$ cat src/rtl/csvfp_pkg.sv
`timescale 1ns / 1ps
`default_nettype none

package csvfp_pkg;

  // Field buffer geometry
  localparam int FIELD_DEPTH = 64;
  localparam int LEN_W       = $clog2(FIELD_DEPTH + 1);
  localparam int ADDR_W      = $clog2(FIELD_DEPTH);
  localparam int CHAR_W      = 16;

  // Character codes
  localparam logic [CHAR_W-1:0] CH_QUOTE = 16'h0022;
  localparam logic [CHAR_W-1:0] CH_CR    = 16'h000D;
  localparam logic [CHAR_W-1:0] CH_LF    = 16'h000A;
  localparam logic [CHAR_W-1:0] CH_TAB   = 16'h0009;

  // Configuration register indexes
  localparam logic CFG_SEPARATOR  = 1'b0;
  localparam logic CFG_SWAP_BYTES = 1'b1;

  // Commands from the controller to the datapath
  typedef struct packed {
    logic accept;  // take the input request and update the parser state
    logic rd_en;   // read the field buffer at the replay pointer
    logic step;    // retire the character just read
    logic flush;   // send the closing result of the field
  } csvfp_cmd_t;

  // Status from the datapath to the controller
  typedef struct packed {
    logic emit_req;   // the presented request ends a field
    logic has_chars;  // the ending field has characters to replay
    logic keep;       // the character just read is kept
    logic hold_v;     // a kept character waits in the hold register
    logic more;       // more characters follow in the replay
    logic out_free;   // the output register can load this cycle
  } csvfp_status_t;

endpackage

`default_nettype wire

$ cat src/rtl/csvfp_datapath.sv
`timescale 1ns / 1ps
`default_nettype none

module csvfp_datapath (
  input  wire                          clk,
  input  wire                          rst_n,
  input  wire csvfp_pkg::csvfp_cmd_t   cmd,
  output csvfp_pkg::csvfp_status_t     st,
  input  wire                          in_kind,
  input  wire [csvfp_pkg::CHAR_W-1:0]  in_char_code,
  input  wire                          cfg_we,
  input  wire                          cfg_index,
  input  wire [csvfp_pkg::CHAR_W-1:0]  cfg_data,
  input  wire                          out_ready,
  output logic                         out_valid,
  output logic [csvfp_pkg::CHAR_W-1:0] out_char_value,
  output logic                         out_char_valid,
  output logic                         out_field_end,
  output logic                         out_row_end,
  output logic                         out_overflow,
  output logic                         out_last
);

  localparam int LW = csvfp_pkg::LEN_W;
  localparam int AW = csvfp_pkg::ADDR_W;
  localparam int CW = csvfp_pkg::CHAR_W;

  // Configuration registers
  logic [CW-1:0] sep_r;
  logic          swap_r;

  // Parser state
  logic          parity_r, parity_nxt;
  logic          skip_lf_r, skip_lf_nxt;
  logic          line_started_r, line_started_nxt;
  logic          any_row_r, any_row_nxt;
  logic [LW-1:0] len_r, len_nxt;
  logic          trunc_r, trunc_nxt;
  logic          first_q_r, last_q_r;

  // Field buffer
  logic [CW-1:0] store_mem [csvfp_pkg::FIELD_DEPTH];

  // Replay state
  logic [LW-1:0] rd_ptr_r;
  logic [LW-1:0] stop_r;
  logic          quoted_r, rend_r, ovf_r, drop_r;
  logic [CW-1:0] rdata_r;
  logic [CW-1:0] hold_r;
  logic          hold_v_r;

  // Output register
  logic          out_valid_r, out_valid_nxt;
  logic [CW-1:0] out_char_r, out_char_nxt;
  logic          out_cvalid_r, out_cvalid_nxt;
  logic          out_fend_r, out_fend_nxt;
  logic          out_rend_r, out_rend_nxt;
  logic          out_ovf_r, out_ovf_nxt;

  // Classification of the incoming character
  logic [CW-1:0] ch;
  logic          is_lf, is_cr, is_q, is_sep;
  logic          do_append, do_emit, emit_rend, full;
  logic          quoted;
  logic [LW-1:0] start_ptr, stop_val;
  logic          rd_is_q, keep, push, load_out;

  assign ch     = swap_r ? {in_char_code[7:0], in_char_code[15:8]} : in_char_code;
  assign is_lf  = (ch == csvfp_pkg::CH_LF);
  assign is_cr  = (ch == csvfp_pkg::CH_CR);
  assign is_q   = (ch == csvfp_pkg::CH_QUOTE);
  assign is_sep = (ch == sep_r);
  assign full   = (len_r == LW'(csvfp_pkg::FIELD_DEPTH));

  // Decide the parser action for the presented request
  always_comb begin
    parity_nxt       = parity_r;
    skip_lf_nxt      = skip_lf_r;
    line_started_nxt = line_started_r;
    any_row_nxt      = any_row_r;
    do_append        = 1'b0;
    do_emit          = 1'b0;
    emit_rend        = 1'b0;
    if (in_kind) begin
      // End of input: flush the open row, then return to reset state
      do_emit          = line_started_r | any_row_r;
      emit_rend        = 1'b1;
      parity_nxt       = 1'b0;
      skip_lf_nxt      = 1'b0;
      line_started_nxt = 1'b0;
      any_row_nxt      = 1'b0;
    end else if (skip_lf_r && is_lf) begin
      // Drop the LF of a CR LF pair
      skip_lf_nxt = 1'b0;
    end else begin
      skip_lf_nxt = 1'b0;
      if (is_lf || is_cr) begin
        if (parity_r) begin
          do_append        = 1'b1;
          line_started_nxt = 1'b1;
        end else begin
          do_emit          = 1'b1;
          emit_rend        = 1'b1;
          any_row_nxt      = 1'b1;
          line_started_nxt = 1'b0;
          skip_lf_nxt      = is_cr;
        end
      end else begin
        line_started_nxt = 1'b1;
        if (is_q) begin
          parity_nxt = ~parity_r;
          do_append  = 1'b1;
        end else if (is_sep && !parity_r) begin
          do_emit = 1'b1;
        end else begin
          do_append = 1'b1;
        end
      end
    end

    // Field length and truncation flag
    len_nxt   = len_r;
    trunc_nxt = trunc_r;
    if (do_emit || in_kind) begin
      len_nxt   = '0;
      trunc_nxt = 1'b0;
    end else if (do_append) begin
      if (full) begin
        trunc_nxt = 1'b1;
      end else begin
        len_nxt = len_r + LW'(1);
      end
    end
  end

  // Replay bounds of the field that ends now
  assign quoted    = (len_r > LW'(1)) && first_q_r && last_q_r;
  assign start_ptr = quoted ? LW'(1) : '0;
  assign stop_val  = quoted ? (len_r - LW'(1)) : len_r;

  // Collapse doubled quotes: keep the first, drop the second
  assign rd_is_q  = (rdata_r == csvfp_pkg::CH_QUOTE);
  assign keep     = !(quoted_r && drop_r && rd_is_q);
  assign push     = cmd.step && keep && hold_v_r;
  assign load_out = push || cmd.flush;

  assign st.emit_req  = do_emit;
  assign st.has_chars = (start_ptr < stop_val);
  assign st.keep      = keep;
  assign st.hold_v    = hold_v_r;
  assign st.more      = ((rd_ptr_r + LW'(1)) < stop_r);
  assign st.out_free  = !out_valid_r || out_ready;

  // Configuration writes
  always_ff @(posedge clk) begin
    if (!rst_n) begin
      sep_r  <= csvfp_pkg::CH_TAB;
      swap_r <= 1'b0;
    end else if (cfg_we) begin
      unique case (cfg_index)
        csvfp_pkg::CFG_SEPARATOR:  sep_r  <= cfg_data;
        csvfp_pkg::CFG_SWAP_BYTES: swap_r <= cfg_data[0];
        default: ;
      endcase
    end
  end

  // Parser state update on an accepted request
  always_ff @(posedge clk) begin
    if (!rst_n) begin
      parity_r       <= 1'b0;
      skip_lf_r      <= 1'b0;
      line_started_r <= 1'b0;
      any_row_r      <= 1'b0;
      len_r          <= '0;
      trunc_r        <= 1'b0;
      first_q_r      <= 1'b0;
      last_q_r       <= 1'b0;
    end else if (cmd.accept) begin
      parity_r       <= parity_nxt;
      skip_lf_r      <= skip_lf_nxt;
      line_started_r <= line_started_nxt;
      any_row_r      <= any_row_nxt;
      len_r          <= len_nxt;
      trunc_r        <= trunc_nxt;
      if (do_append && !full) begin
        if (len_r == '0) begin
          first_q_r <= is_q;
        end
        last_q_r <= is_q;
      end
    end
  end

  // Field buffer write and registered read
  always_ff @(posedge clk) begin
    if (cmd.accept && do_append && !full) begin
      store_mem[len_r[AW-1:0]] <= ch;
    end
  end

  always_ff @(posedge clk) begin
    if (cmd.rd_en) begin
      rdata_r <= store_mem[rd_ptr_r[AW-1:0]];
    end
  end

  // Replay control registers
  always_ff @(posedge clk) begin
    if (!rst_n) begin
      hold_v_r <= 1'b0;
      drop_r   <= 1'b0;
      rd_ptr_r <= '0;
      stop_r   <= '0;
      quoted_r <= 1'b0;
      rend_r   <= 1'b0;
      ovf_r    <= 1'b0;
    end else if (cmd.accept && do_emit) begin
      // Snapshot the ending field
      hold_v_r <= 1'b0;
      drop_r   <= 1'b0;
      rd_ptr_r <= start_ptr;
      stop_r   <= stop_val;
      quoted_r <= quoted;
      rend_r   <= emit_rend;
      ovf_r    <= trunc_r;
    end else if (cmd.step) begin
      rd_ptr_r <= rd_ptr_r + LW'(1);
      drop_r   <= quoted_r && rd_is_q && !drop_r;
      if (keep) begin
        hold_v_r <= 1'b1;
      end
    end
  end

  always_ff @(posedge clk) begin
    if (cmd.step && keep) begin
      hold_r <= rdata_r;
    end
  end

  // Output register: load from hold on push or flush, drop when taken
  always_comb begin
    out_valid_nxt  = out_valid_r;
    out_char_nxt   = out_char_r;
    out_cvalid_nxt = out_cvalid_r;
    out_fend_nxt   = out_fend_r;
    out_rend_nxt   = out_rend_r;
    out_ovf_nxt    = out_ovf_r;
    if (load_out) begin
      out_valid_nxt  = 1'b1;
      out_char_nxt   = hold_v_r ? hold_r : '0;
      out_cvalid_nxt = hold_v_r;
      out_fend_nxt   = cmd.flush;
      out_rend_nxt   = rend_r;
      out_ovf_nxt    = ovf_r;
    end else if (out_ready) begin
      out_valid_nxt = 1'b0;
    end
  end

  always_ff @(posedge clk) begin
    if (!rst_n) begin
      out_valid_r <= 1'b0;
    end else begin
      out_valid_r <= out_valid_nxt;
    end
  end

  always_ff @(posedge clk) begin
    out_char_r   <= out_char_nxt;
    out_cvalid_r <= out_cvalid_nxt;
    out_fend_r   <= out_fend_nxt;
    out_rend_r   <= out_rend_nxt;
    out_ovf_r    <= out_ovf_nxt;
  end

  assign out_valid      = out_valid_r;
  assign out_char_value = out_char_r;
  assign out_char_valid = out_cvalid_r;
  assign out_field_end  = out_fend_r;
  assign out_row_end    = out_rend_r;
  assign out_overflow   = out_ovf_r;
  // One field at most per request, so its closing result is the last one
  assign out_last       = out_fend_r;

endmodule

`default_nettype wire

$ cat src/rtl/csvfp_ctrl.sv
`timescale 1ns / 1ps
`default_nettype none

module csvfp_ctrl (
  input  wire                           clk,
  input  wire                           rst_n,
  input  wire                           in_valid,
  output logic                          in_ready,
  input  wire csvfp_pkg::csvfp_status_t st,
  output csvfp_pkg::csvfp_cmd_t         cmd
);

  typedef enum logic [3:0] {
    S_IDLE  = 4'b0001,
    S_READ  = 4'b0010,
    S_PROC  = 4'b0100,
    S_FLUSH = 4'b1000
  } state_t;

  state_t state_r, state_nxt;

  // Sequence the parse and the replay of an ending field
  always_comb begin
    state_nxt = state_r;
    in_ready  = 1'b0;
    cmd       = '0;
    unique case (state_r)
      S_IDLE: begin
        in_ready = 1'b1;
        if (in_valid) begin
          cmd.accept = 1'b1;
          if (st.emit_req) begin
            state_nxt = st.has_chars ? S_READ : S_FLUSH;
          end
        end
      end
      S_READ: begin
        cmd.rd_en = 1'b1;
        state_nxt = S_PROC;
      end
      S_PROC: begin
        // Hold while a kept character cannot push the pending one out
        if (!(st.keep && st.hold_v && !st.out_free)) begin
          cmd.step  = 1'b1;
          state_nxt = st.more ? S_READ : S_FLUSH;
        end
      end
      S_FLUSH: begin
        if (st.out_free) begin
          cmd.flush = 1'b1;
          state_nxt = S_IDLE;
        end
      end
      default: state_nxt = S_IDLE;
    endcase
  end

  always_ff @(posedge clk) begin
    if (!rst_n) begin
      state_r <= S_IDLE;
    end else begin
      state_r <= state_nxt;
    end
  end

endmodule

`default_nettype wire

$ cat src/rtl/csv_field_parser.sv
`timescale 1ns / 1ps
`default_nettype none

// Channel  Direction  Handshake            Payload
// in       input      in_valid/in_ready    in_kind, in_char_code
// out      output     out_valid/out_ready  out_char_value, out_char_valid, out_field_end,
//                                          out_row_end, out_overflow, out_last
// cfg      input      cfg_we               cfg_index, cfg_data
//
// A request that does not end a field is taken in idle, and the block stays ready. A
// request that ends a field is followed by a replay of its buffer entries, each a
// registered read and then a retire (the outer quotes of a quoted field are not read),
// then by the closing result. Reset (synchronous, rst_n low) clears the parser and sets
// separator to TAB. A stalled output register stalls the replay; no request is
// taken during replay.

module csv_field_parser (
  input  wire                          clk,
  input  wire                          rst_n,
  input  wire                          in_valid,
  output logic                         in_ready,
  input  wire                          in_kind,
  input  wire [csvfp_pkg::CHAR_W-1:0]  in_char_code,
  output logic                         out_valid,
  input  wire                          out_ready,
  output logic [csvfp_pkg::CHAR_W-1:0] out_char_value,
  output logic                         out_char_valid,
  output logic                         out_field_end,
  output logic                         out_row_end,
  output logic                         out_overflow,
  output logic                         out_last,
  input  wire                          cfg_we,
  input  wire                          cfg_index,
  input  wire [csvfp_pkg::CHAR_W-1:0]  cfg_data
);

  csvfp_pkg::csvfp_cmd_t    cmd;
  csvfp_pkg::csvfp_status_t st;

  csvfp_ctrl u_ctrl (
    .clk      (clk),
    .rst_n    (rst_n),
    .in_valid (in_valid),
    .in_ready (in_ready),
    .st       (st),
    .cmd      (cmd)
  );

  csvfp_datapath u_datapath (
    .clk            (clk),
    .rst_n          (rst_n),
    .cmd            (cmd),
    .st             (st),
    .in_kind        (in_kind),
    .in_char_code   (in_char_code),
    .cfg_we         (cfg_we),
    .cfg_index      (cfg_index),
    .cfg_data       (cfg_data),
    .out_ready      (out_ready),
    .out_valid      (out_valid),
    .out_char_value (out_char_value),
    .out_char_valid (out_char_valid),
    .out_field_end  (out_field_end),
    .out_row_end    (out_row_end),
    .out_overflow   (out_overflow),
    .out_last       (out_last)
  );

endmodule

`default_nettype wire

$ cat config.mk
export PLATFORM = sky130hd
export DESIGN_NAME = csv_field_parser
export DESIGN_NICKNAME = d
export VERILOG_FILES = /design/src/rtl/csvfp_pkg.sv /design/src/rtl/csvfp_datapath.sv /design/src/rtl/csvfp_ctrl.sv /design/src/rtl/csv_field_parser.sv
export SDC_FILE = /design/constraint.sdc
export NUM_CORES = 1
export LEC_CHECK = 0
export BUFFER_PORTS_ARGS = -buffer_cell sky130_fd_sc_hd__buf_4
export CAP_MARGIN = 10
export CORE_MARGIN = 2
export CORE_UTILIZATION = 35
export CTS_CLUSTER_SIZE = 12
export DETAILED_ROUTE_END_ITERATION = 6
export GPL_TIMING_DRIVEN = 0
export HOLD_SLACK_MARGIN = 0.15
export PLACE_DENSITY = 0.54
export SLEW_MARGIN = 0
export SYNTH_ARGS = -nofsm -noshare
export SYNTH_HDL_FRONTEND = slang
export SYNTH_SLANG_ARGS = --single-unit
$ cat constraint.sdc
create_clock -name clk -period 6.62 [get_ports clk]
set_input_delay 0.331 -clock clk [delete_from_list [all_inputs] [get_ports clk]]
set_output_delay 0.331 -clock clk [all_outputs]
set_load 0.05 [all_outputs]
==> results of run 1 <==
layer usage:
layer	track usage, %	vias up	routed length, µm
li1	-	9308	-
met1	24.1	11779	47900
met2	28.5	726	55200
met3	2.66	152	6750
met4	5.19	0	2940
met5	0	-	0
critical path, delay by kind of cell, from the launching register on:
| family | cells | cell delay (ns) |
|---|---|---|
| AO/OA/AOI/OAI | 2 | 0.36 |
| AND/OR/NAND/NOR | 4 | 1.59 |
| flip-flops | 1 | 0.30 |
| buffers and inverters | 5 | 1.11 |
| multiplexers | 1 | 0.75 |
power by group through the flow:
stage / registers, mW / logic [mW] / clock network (mW)
final: 7.89 / 0.379 / 5.94
after global routing: 7.89 / 0.409 / 6.34
after CTS: 7.89 / 0.384 / 6.06
after detailed placement: 8.04 / 0.369 / 0
after global placement: 8.05 / 0.323 / 0
after floorplan: 8.04 / 0.168 / 0
path summary, 6_finish.rpt:
| path | from | end | cells past startpoint |
|---|---|---|---|
| worst min register to register | u_datapath.hold_v_r$_SDFFE_PP0N_ | u_datapath.out_char_valid$_DFFE_PP_ | 0 |
| worst max register to register | u_datapath.swap_r$_SDFFE_PN0P_ | u_datapath.store_mem[18][0]$_DFFE_PP_ | 12 |
| worst max-delay path | u_datapath.swap_r$_SDFFE_PN0P_ | u_datapath.store_mem[18][0]$_DFFE_PP_ | 12 |
| worst min-delay path | in_char_code[6] | u_datapath.last_q_r$_SDFFE_PN0P_ | 6 |
state kept, by name, summed over array words and instances, names as in the netlist, 4 cells and up:
register                   cells
u_datapath.sep_r              16
u_datapath.rd_ptr_r            7
u_datapath.out_char_value     16
u_datapath.hold_r             16
u_datapath.stop_r              7
u_datapath.rdata_r            16
u_datapath.len_r               7
u_ctrl.state_r                 4
u_datapath.store_mem        1024
stage by stage:
step,setup slack (ns),instances
2_1_floorplan,2.27,2068
3_3_place_gp,-0.636,3787
3_5_place_dp,2.19,3883
4_1_cts,2.17,4112
5_1_grt,2.02,4113
6_report,2.18,4113
synthesized netlist by cell type, types with 3 or more instances:
master    number  share of area [%]
mux2_2        11               0.28
o21ai_1        3              0.034
a21o_1         3              0.050
nor4bb_1      11               0.25
nor3_1        15               0.17
or4_1          3              0.050
a211oi_1       6               0.10
nand2b_1      11               0.15
o21bai_1       3              0.050
nand4_1       11               0.15
and2_1        20               0.28
nor2_1        57               0.48
mux4_2       336                 17
buf_6          7               0.18
o211a_1        5               0.11
ha_1          11               0.31
mux2i_1        9               0.20
dfxtp_1       55                2.5
buf_4          5              0.084
inv_1         24               0.20
or2_2          3              0.042
o211ai_1       3              0.050
nor2b_1        4              0.056
buf_2         27               0.30
clkbuf_1      67               0.56
buf_1         17               0.14
nand3_1       22               0.25
a311oi_1       4              0.078
a21oi_1       36               0.40
nand2_1       59               0.50
o21ai_0       16               0.18
edfxtp_1    1076                 72
xnor2_1       10               0.20
xor2_1        14               0.27
nor4_1        34               0.48
and3_1        11               0.15
nor4_2         8               0.22
o21a_1         3              0.050
or3_1          4              0.056
area by class of cell:
| type | count | area, µm² |
|---|---|---|
| fillers | 10993 | 74700 |
| clock inverters | 38 | 327 |
| clock buffers | 155 | 3060 |
| well taps | 1662 | 2080 |
| inverters | 24 | 90.1 |
| plain buffers | 123 | 567 |
| flip-flops and latches | 1131 | 33400 |
| multi-input cells | 790 | 10900 |
| repair buffers | 190 | 1890 |
timing repair:
action,CTS,global route
endpoints found under the hold margin,27,0
hold buffers,36,0
resized for setup,0,0
kinds of logic after synthesis:
kind of cell / Yosys count / share of synthesized area (%)
and+or+nand+nor: 292 / 3.81
adders and majority gates: 11 / 0.308
xor gates and xnor gates: 24 / 0.471
DFF: 1131 / 74.8
muxes: 360 / 17.6
AOI/OAI and AO/OA: 103 / 1.57
buffers and inverters: 147 / 1.47
==> results.cfg, run 1 <==
[finish]
synthToLayoutAreaGrowth_pct = 17.2
antennaDiodeCount = 0
final_cell_mix = edfxtp_1 (1076), mux4_2 (336), buf_4 (115), clkbuf_16 (115), clkbuf_1 (104)
finalNetCount = 2424
layout_commonest_cell = edfxtp_1
final_cell_area_um2 = 52300
drive_above_1_share_pct = 31.7
final_core_util_pct = 41.2

[drt]
wl_per_cell_um = 27.4
num_vias = 21965
routed_via_density = 5.34
drtIter0Drc = 2362
postRouteAntennaNets = 0
post-route-drc-count = 0
finalWirelength_mm = 113
drt_first_pass_iters = 5

[pwr]
leakagePower_nw = 15.8
p_clk_share_pct = 41.8
p_int_mw = 11.3
p_sw_mw = 2.94
irDropWorstVdd_mv = 0.210
p_total_mw = 14.2
seq_power_share_pct = 55.5
power_density_nw_per_um2 = 272
power_frac_comb_pct = 2.7
switching_share_pct = 20.7

[synthesis]
syn-cell-area_um2 = 44700
ys_ff_latch = 1131
synth-edff-count = 1076
syn_nets = 2118
synth_flop_cell = edfxtp_1
synth_seq_area_share_pct = 74.8
async_flop_share_pct = 0
yosysWarnings = 0
avgSynthCellArea_um2 = 21.6
synthCells = 2068
synth.distinct_cells = 71

[clock_network]
cts_root_buf = clkbuf_16
cts_buffer_depth = 3
cts_tree = yes
clkTransAtPathRegs_ns = 0.06
htree_levels = 3
clock-sinks = 1131
post-cts-setup-buffers = 0
numCtsBuffers = 114
clkLatencyLatePin_ns = 0.72

[global_route]
grt_overflow = 0
grt_pass1_wl_mm = 164
grt_usage_pct = 17.4
first_global_vias = 22463
grt_max_degree = 67
antenna_found_initial = 5

[die]
pin_count = 62
dieArea_um2 = 130000
die_w_um = 361
core_area_um2 = 127000
fp-row-count = 131
start_util_pct = 35.2
die_h_um = 361

[sta]
relSlewSlack_pct = 14.1
rsz0062_at_grt = false
fmax_mhz = 225
timing.final.max_slew_violations = 0
finalSetupTns_ns = 0
hold_viol = 0
finalCritPeriodShare_pct = 67.0
period_minus_slack_ns = 4.44
setup_viol = 0
skew_ns = 0.0371
tightest_slew_ns = 1.29
hold-worst-slack_ns = 0.245

[worst_hold_path]
min_path_type = in2reg

[worst_setup_path]
cp_slowest_stage_delay_ns = 0.75
critPathKind = reg2reg
required_ns = 7.03
r2r_slack_ns = 2.18
cp_max_fo = 66
crit_path_start_kind = flop
endpoint_kind = flop
crit_arrival_ns = 4.85
cp_cell_sequence = buf_6 > mux2_4 > o211ai_1 > nor3_2 > nand4b_2 > o21a_1 > buf_4 > nand2_2 > buf_4 > nor4_2 > buf_4 > buf_4
cp_slowest_cell = mux2_4
path_common_cell = buf_4

[outcome]
outcome = complete, no violations

[placement]
gp_congestion = 0.865
dpl.hpwl_mm = 77.9
placed_cell_area_um2 = 48600
port_buffers = 57

[flow_run]
maxCapViolCount = 0
Power figures use the tool's default switching activity.
==> inputs of run 2 (changes only) <==
==> constraint.sdc (replaced) <==
create_clock -name clk -period 4.24 [get_ports clk]
set_input_delay 0.212 -clock clk [delete_from_list [all_inputs] [get_ports clk]]
set_output_delay 0.212 -clock clk [all_outputs]
set_load 0.05 [all_outputs]
==> run 2 against run 1 <==
Against the previous run:
- sequential power grew 56%
- critical path depth down 6
- combinational power increased by 60%
- clock skew up 0.0010 ns
- setup slack worse by 2.0 ns
- critical path type unchanged
- cell count up 0.27%
- clock power is 59% higher
- clock-buffer cell count grew 4
- cell area grew 0.76%
- first-iteration DRC count decreased by 4.9%
- core utilization is 0.31 points higher
==> results.cfg, run 2 (same netlist as run 1, synthesis figures left out) <==
[outcome]
outcome = complete, no violations

[drt]
post-route-drc-count = 0
drtIter0Drc = 2247
drt_first_pass_iters = 5
finalWirelength_mm = 114
num_vias = 22087
postRouteAntennaNets = 0
wl_per_cell_um = 27.6
routed_via_density = 5.36

[die]
start_util_pct = 35.2
die_w_um = 361
pin_count = 62
fp-row-count = 131
core_area_um2 = 127000
dieArea_um2 = 130000
die_h_um = 361

[clock_network]
cts_root_buf = clkbuf_16
numCtsBuffers = 114
clkLatencyLatePin_ns = 0.73
clkTransAtPathRegs_ns = 0.06
cts_tree = yes
cts_buffer_depth = 3
clock-sinks = 1131
htree_levels = 3

[placement]
dpl_worst_slack_ns = -0.150
gp_congestion = 0.855
port_buffers = 57
dpl.hpwl_mm = 77.9

[worst_setup_path]
crit_arrival_ns = 4.55
required_ns = 4.69
rr_worst_depth = 6
cp_slowest_stage_delay_ns = 0.84
critPathTopFamily = buffers and inverters
cp_slowest_cell = buf_1
r2r-start = u_datapath.rd_ptr_r[1]$_SDFFE_PN0P_
critPathKind = reg2reg
r2r_slack_ns = 0.14
crit_path_start_kind = flop
endpoint_kind = flop
cp_max_fo = 10
path_buf_inv = 3
cp_cell_sequence = clkbuf_1 > clkbuf_1 > buf_1 > mux4_2 > mux4_2 > mux4_2
r2r-end = u_datapath.rdata_r[7]$_DFFE_PP_
path_common_cell = mux4_2

[global_route]
grt_overflow = 0
grt_max_degree = 66
first_global_vias = 22502
grt_usage_pct = 17.5
antenna_found_initial = 4
grt_pass1_wl_mm = 164

[sta]
rsz0062_at_grt = false
fin_ws_ns = 0.137
hold_viol = 0
relSlewSlack_pct = 17.0
period_minus_slack_ns = 4.10
finalSetupTns_ns = 0
skew_ns = 0.0381
setup_viol = 0
tightest_slew_ns = 1.25
fmax_mhz = 244
timing.final.max_slew_violations = 0
finalCritPeriodShare_pct = 96.8

[worst_hold_path]
min_from = in_char_code[5]
min_path_cells = 3
holdPathEnd = u_datapath.store_mem[42][13]$_DFFE_PP_
min_path_type = in2reg

[flow_run]
maxCapViolCount = 0

[pwr]
irDropWorstVdd_mv = 0.322
leakagePower_nw = 16.0
power_density_nw_per_um2 = 424

[finish]
layout_commonest_cell = edfxtp_1
drive_above_1_share_pct = 31.9
finalNetCount = 2436
largest_reg_flops = 1024
synthToLayoutAreaGrowth_pct = 18.1
final_cell_mix = edfxtp_1 (1076), mux4_2 (336), clkbuf_16 (118), buf_4 (107), clkbuf_1 (105)
## run 2: cell count changes in the layout (fill, tap and decap cells not counted), sizes merged, moves of 3 or more
cell | before | now
clkbuf | 222 | 226
buf | 210 | 216
clkinvlp | 3 | 0
dlygate4sd3 | 36 | 42
clkinv | 31 | 24
## run 2: per-layer routing
metal	vias up	global-route usage [%]	share of wire, %
li1	9338	-	-
met1	11860	23.4	42
met2	718	29.5	50
met3	169	2.66	5.7
met4	2	5.55	2.8
met5	-	0	0.011
## run 2: layout make-up
cell class | count | area (µm²)
sequential | 1131 | 33400
inverter | 24 | 90.1
clock inverter | 32 | 300
fill | 10941 | 74300
tap | 1662 | 2080
clock buffer | 159 | 3130
antenna | 1 | 2.50
buffer | 123 | 568
timing repair buffer | 202 | 2080
multi-input combinational | 790 | 11100
## run 2: worst reg2reg max path: stages (launching register included)
cell and delay (ns):
dfxtp_1 0.35, clkbuf_1 0.39, clkbuf_1 0.68, buf_1 0.85, mux4_2 0.43, mux4_2 0.59, mux4_2 0.54
## run 2: worst max-delay path by stage
stage | from | end | slack [ns] | cells after the start
2_1_floorplan | u_ctrl.state_r[3]$_SDFFE_PN0P_ | u_datapath.store_mem[25][0]$_DFFE_PP_ | -0.11 | 9
3_3_place_gp | u_datapath.swap_r$_SDFFE_PN0P_ | u_datapath.store_mem[4][8]$_DFFE_PP_ | -3.17 | 10
3_5_place_dp | u_datapath.rd_ptr_r[1]$_SDFFE_PN0P_ | u_datapath.rdata_r[0]$_DFFE_PP_ | -0.15 | 6
4_1_cts | u_datapath.swap_r$_SDFFE_PN0P_ | u_datapath.store_mem[52][4]$_DFFE_PP_ | -0.08 | 11
5_1_grt | u_datapath.swap_r$_SDFFE_PN0P_ | u_datapath.store_mem[22][6]$_DFFE_PP_ | 0.04 | 11
6_report | u_datapath.rd_ptr_r[1]$_SDFFE_PN0P_ | u_datapath.rdata_r[7]$_DFFE_PP_ | 0.14 | 6
## run 2: what timing repair did
action | 4_1_cts | 5_1_grt
pin swaps | 0 | 7
hold buffers | 42 | 0
setup endpoints to repair | 171 | 229
buffers inserted | 0 | 8
endpoints found under the hold margin | 37 | 0
gates resized for setup | 6 | 15
## run 2: where the power goes
part	total [mW]	switching [mW]	internal, mW	leakage, nW
clock network	9.42	4.08	5.34	1.67
registers	12.3	0.0144	12.3	10.1
logic	0.608	0.443	0.166	4.21
total	22.3	4.54	17.8	16.0
## run 2: through the flow
stage	cells	hold WS [ns]	utilization, %	area [µm²]	total power [mW]
CTS	4112	0.196	41.3	52400	22.6
global placement	3787	0.415	37.2	47200	13.1
detailed placement	3879	0.430	38.2	48500	13.1
finish	4124	0.231	41.5	52700	22.3
floorplan	2068	0.336	-	44700	12.8
global route	4123	0.261	41.5	52700	23.0
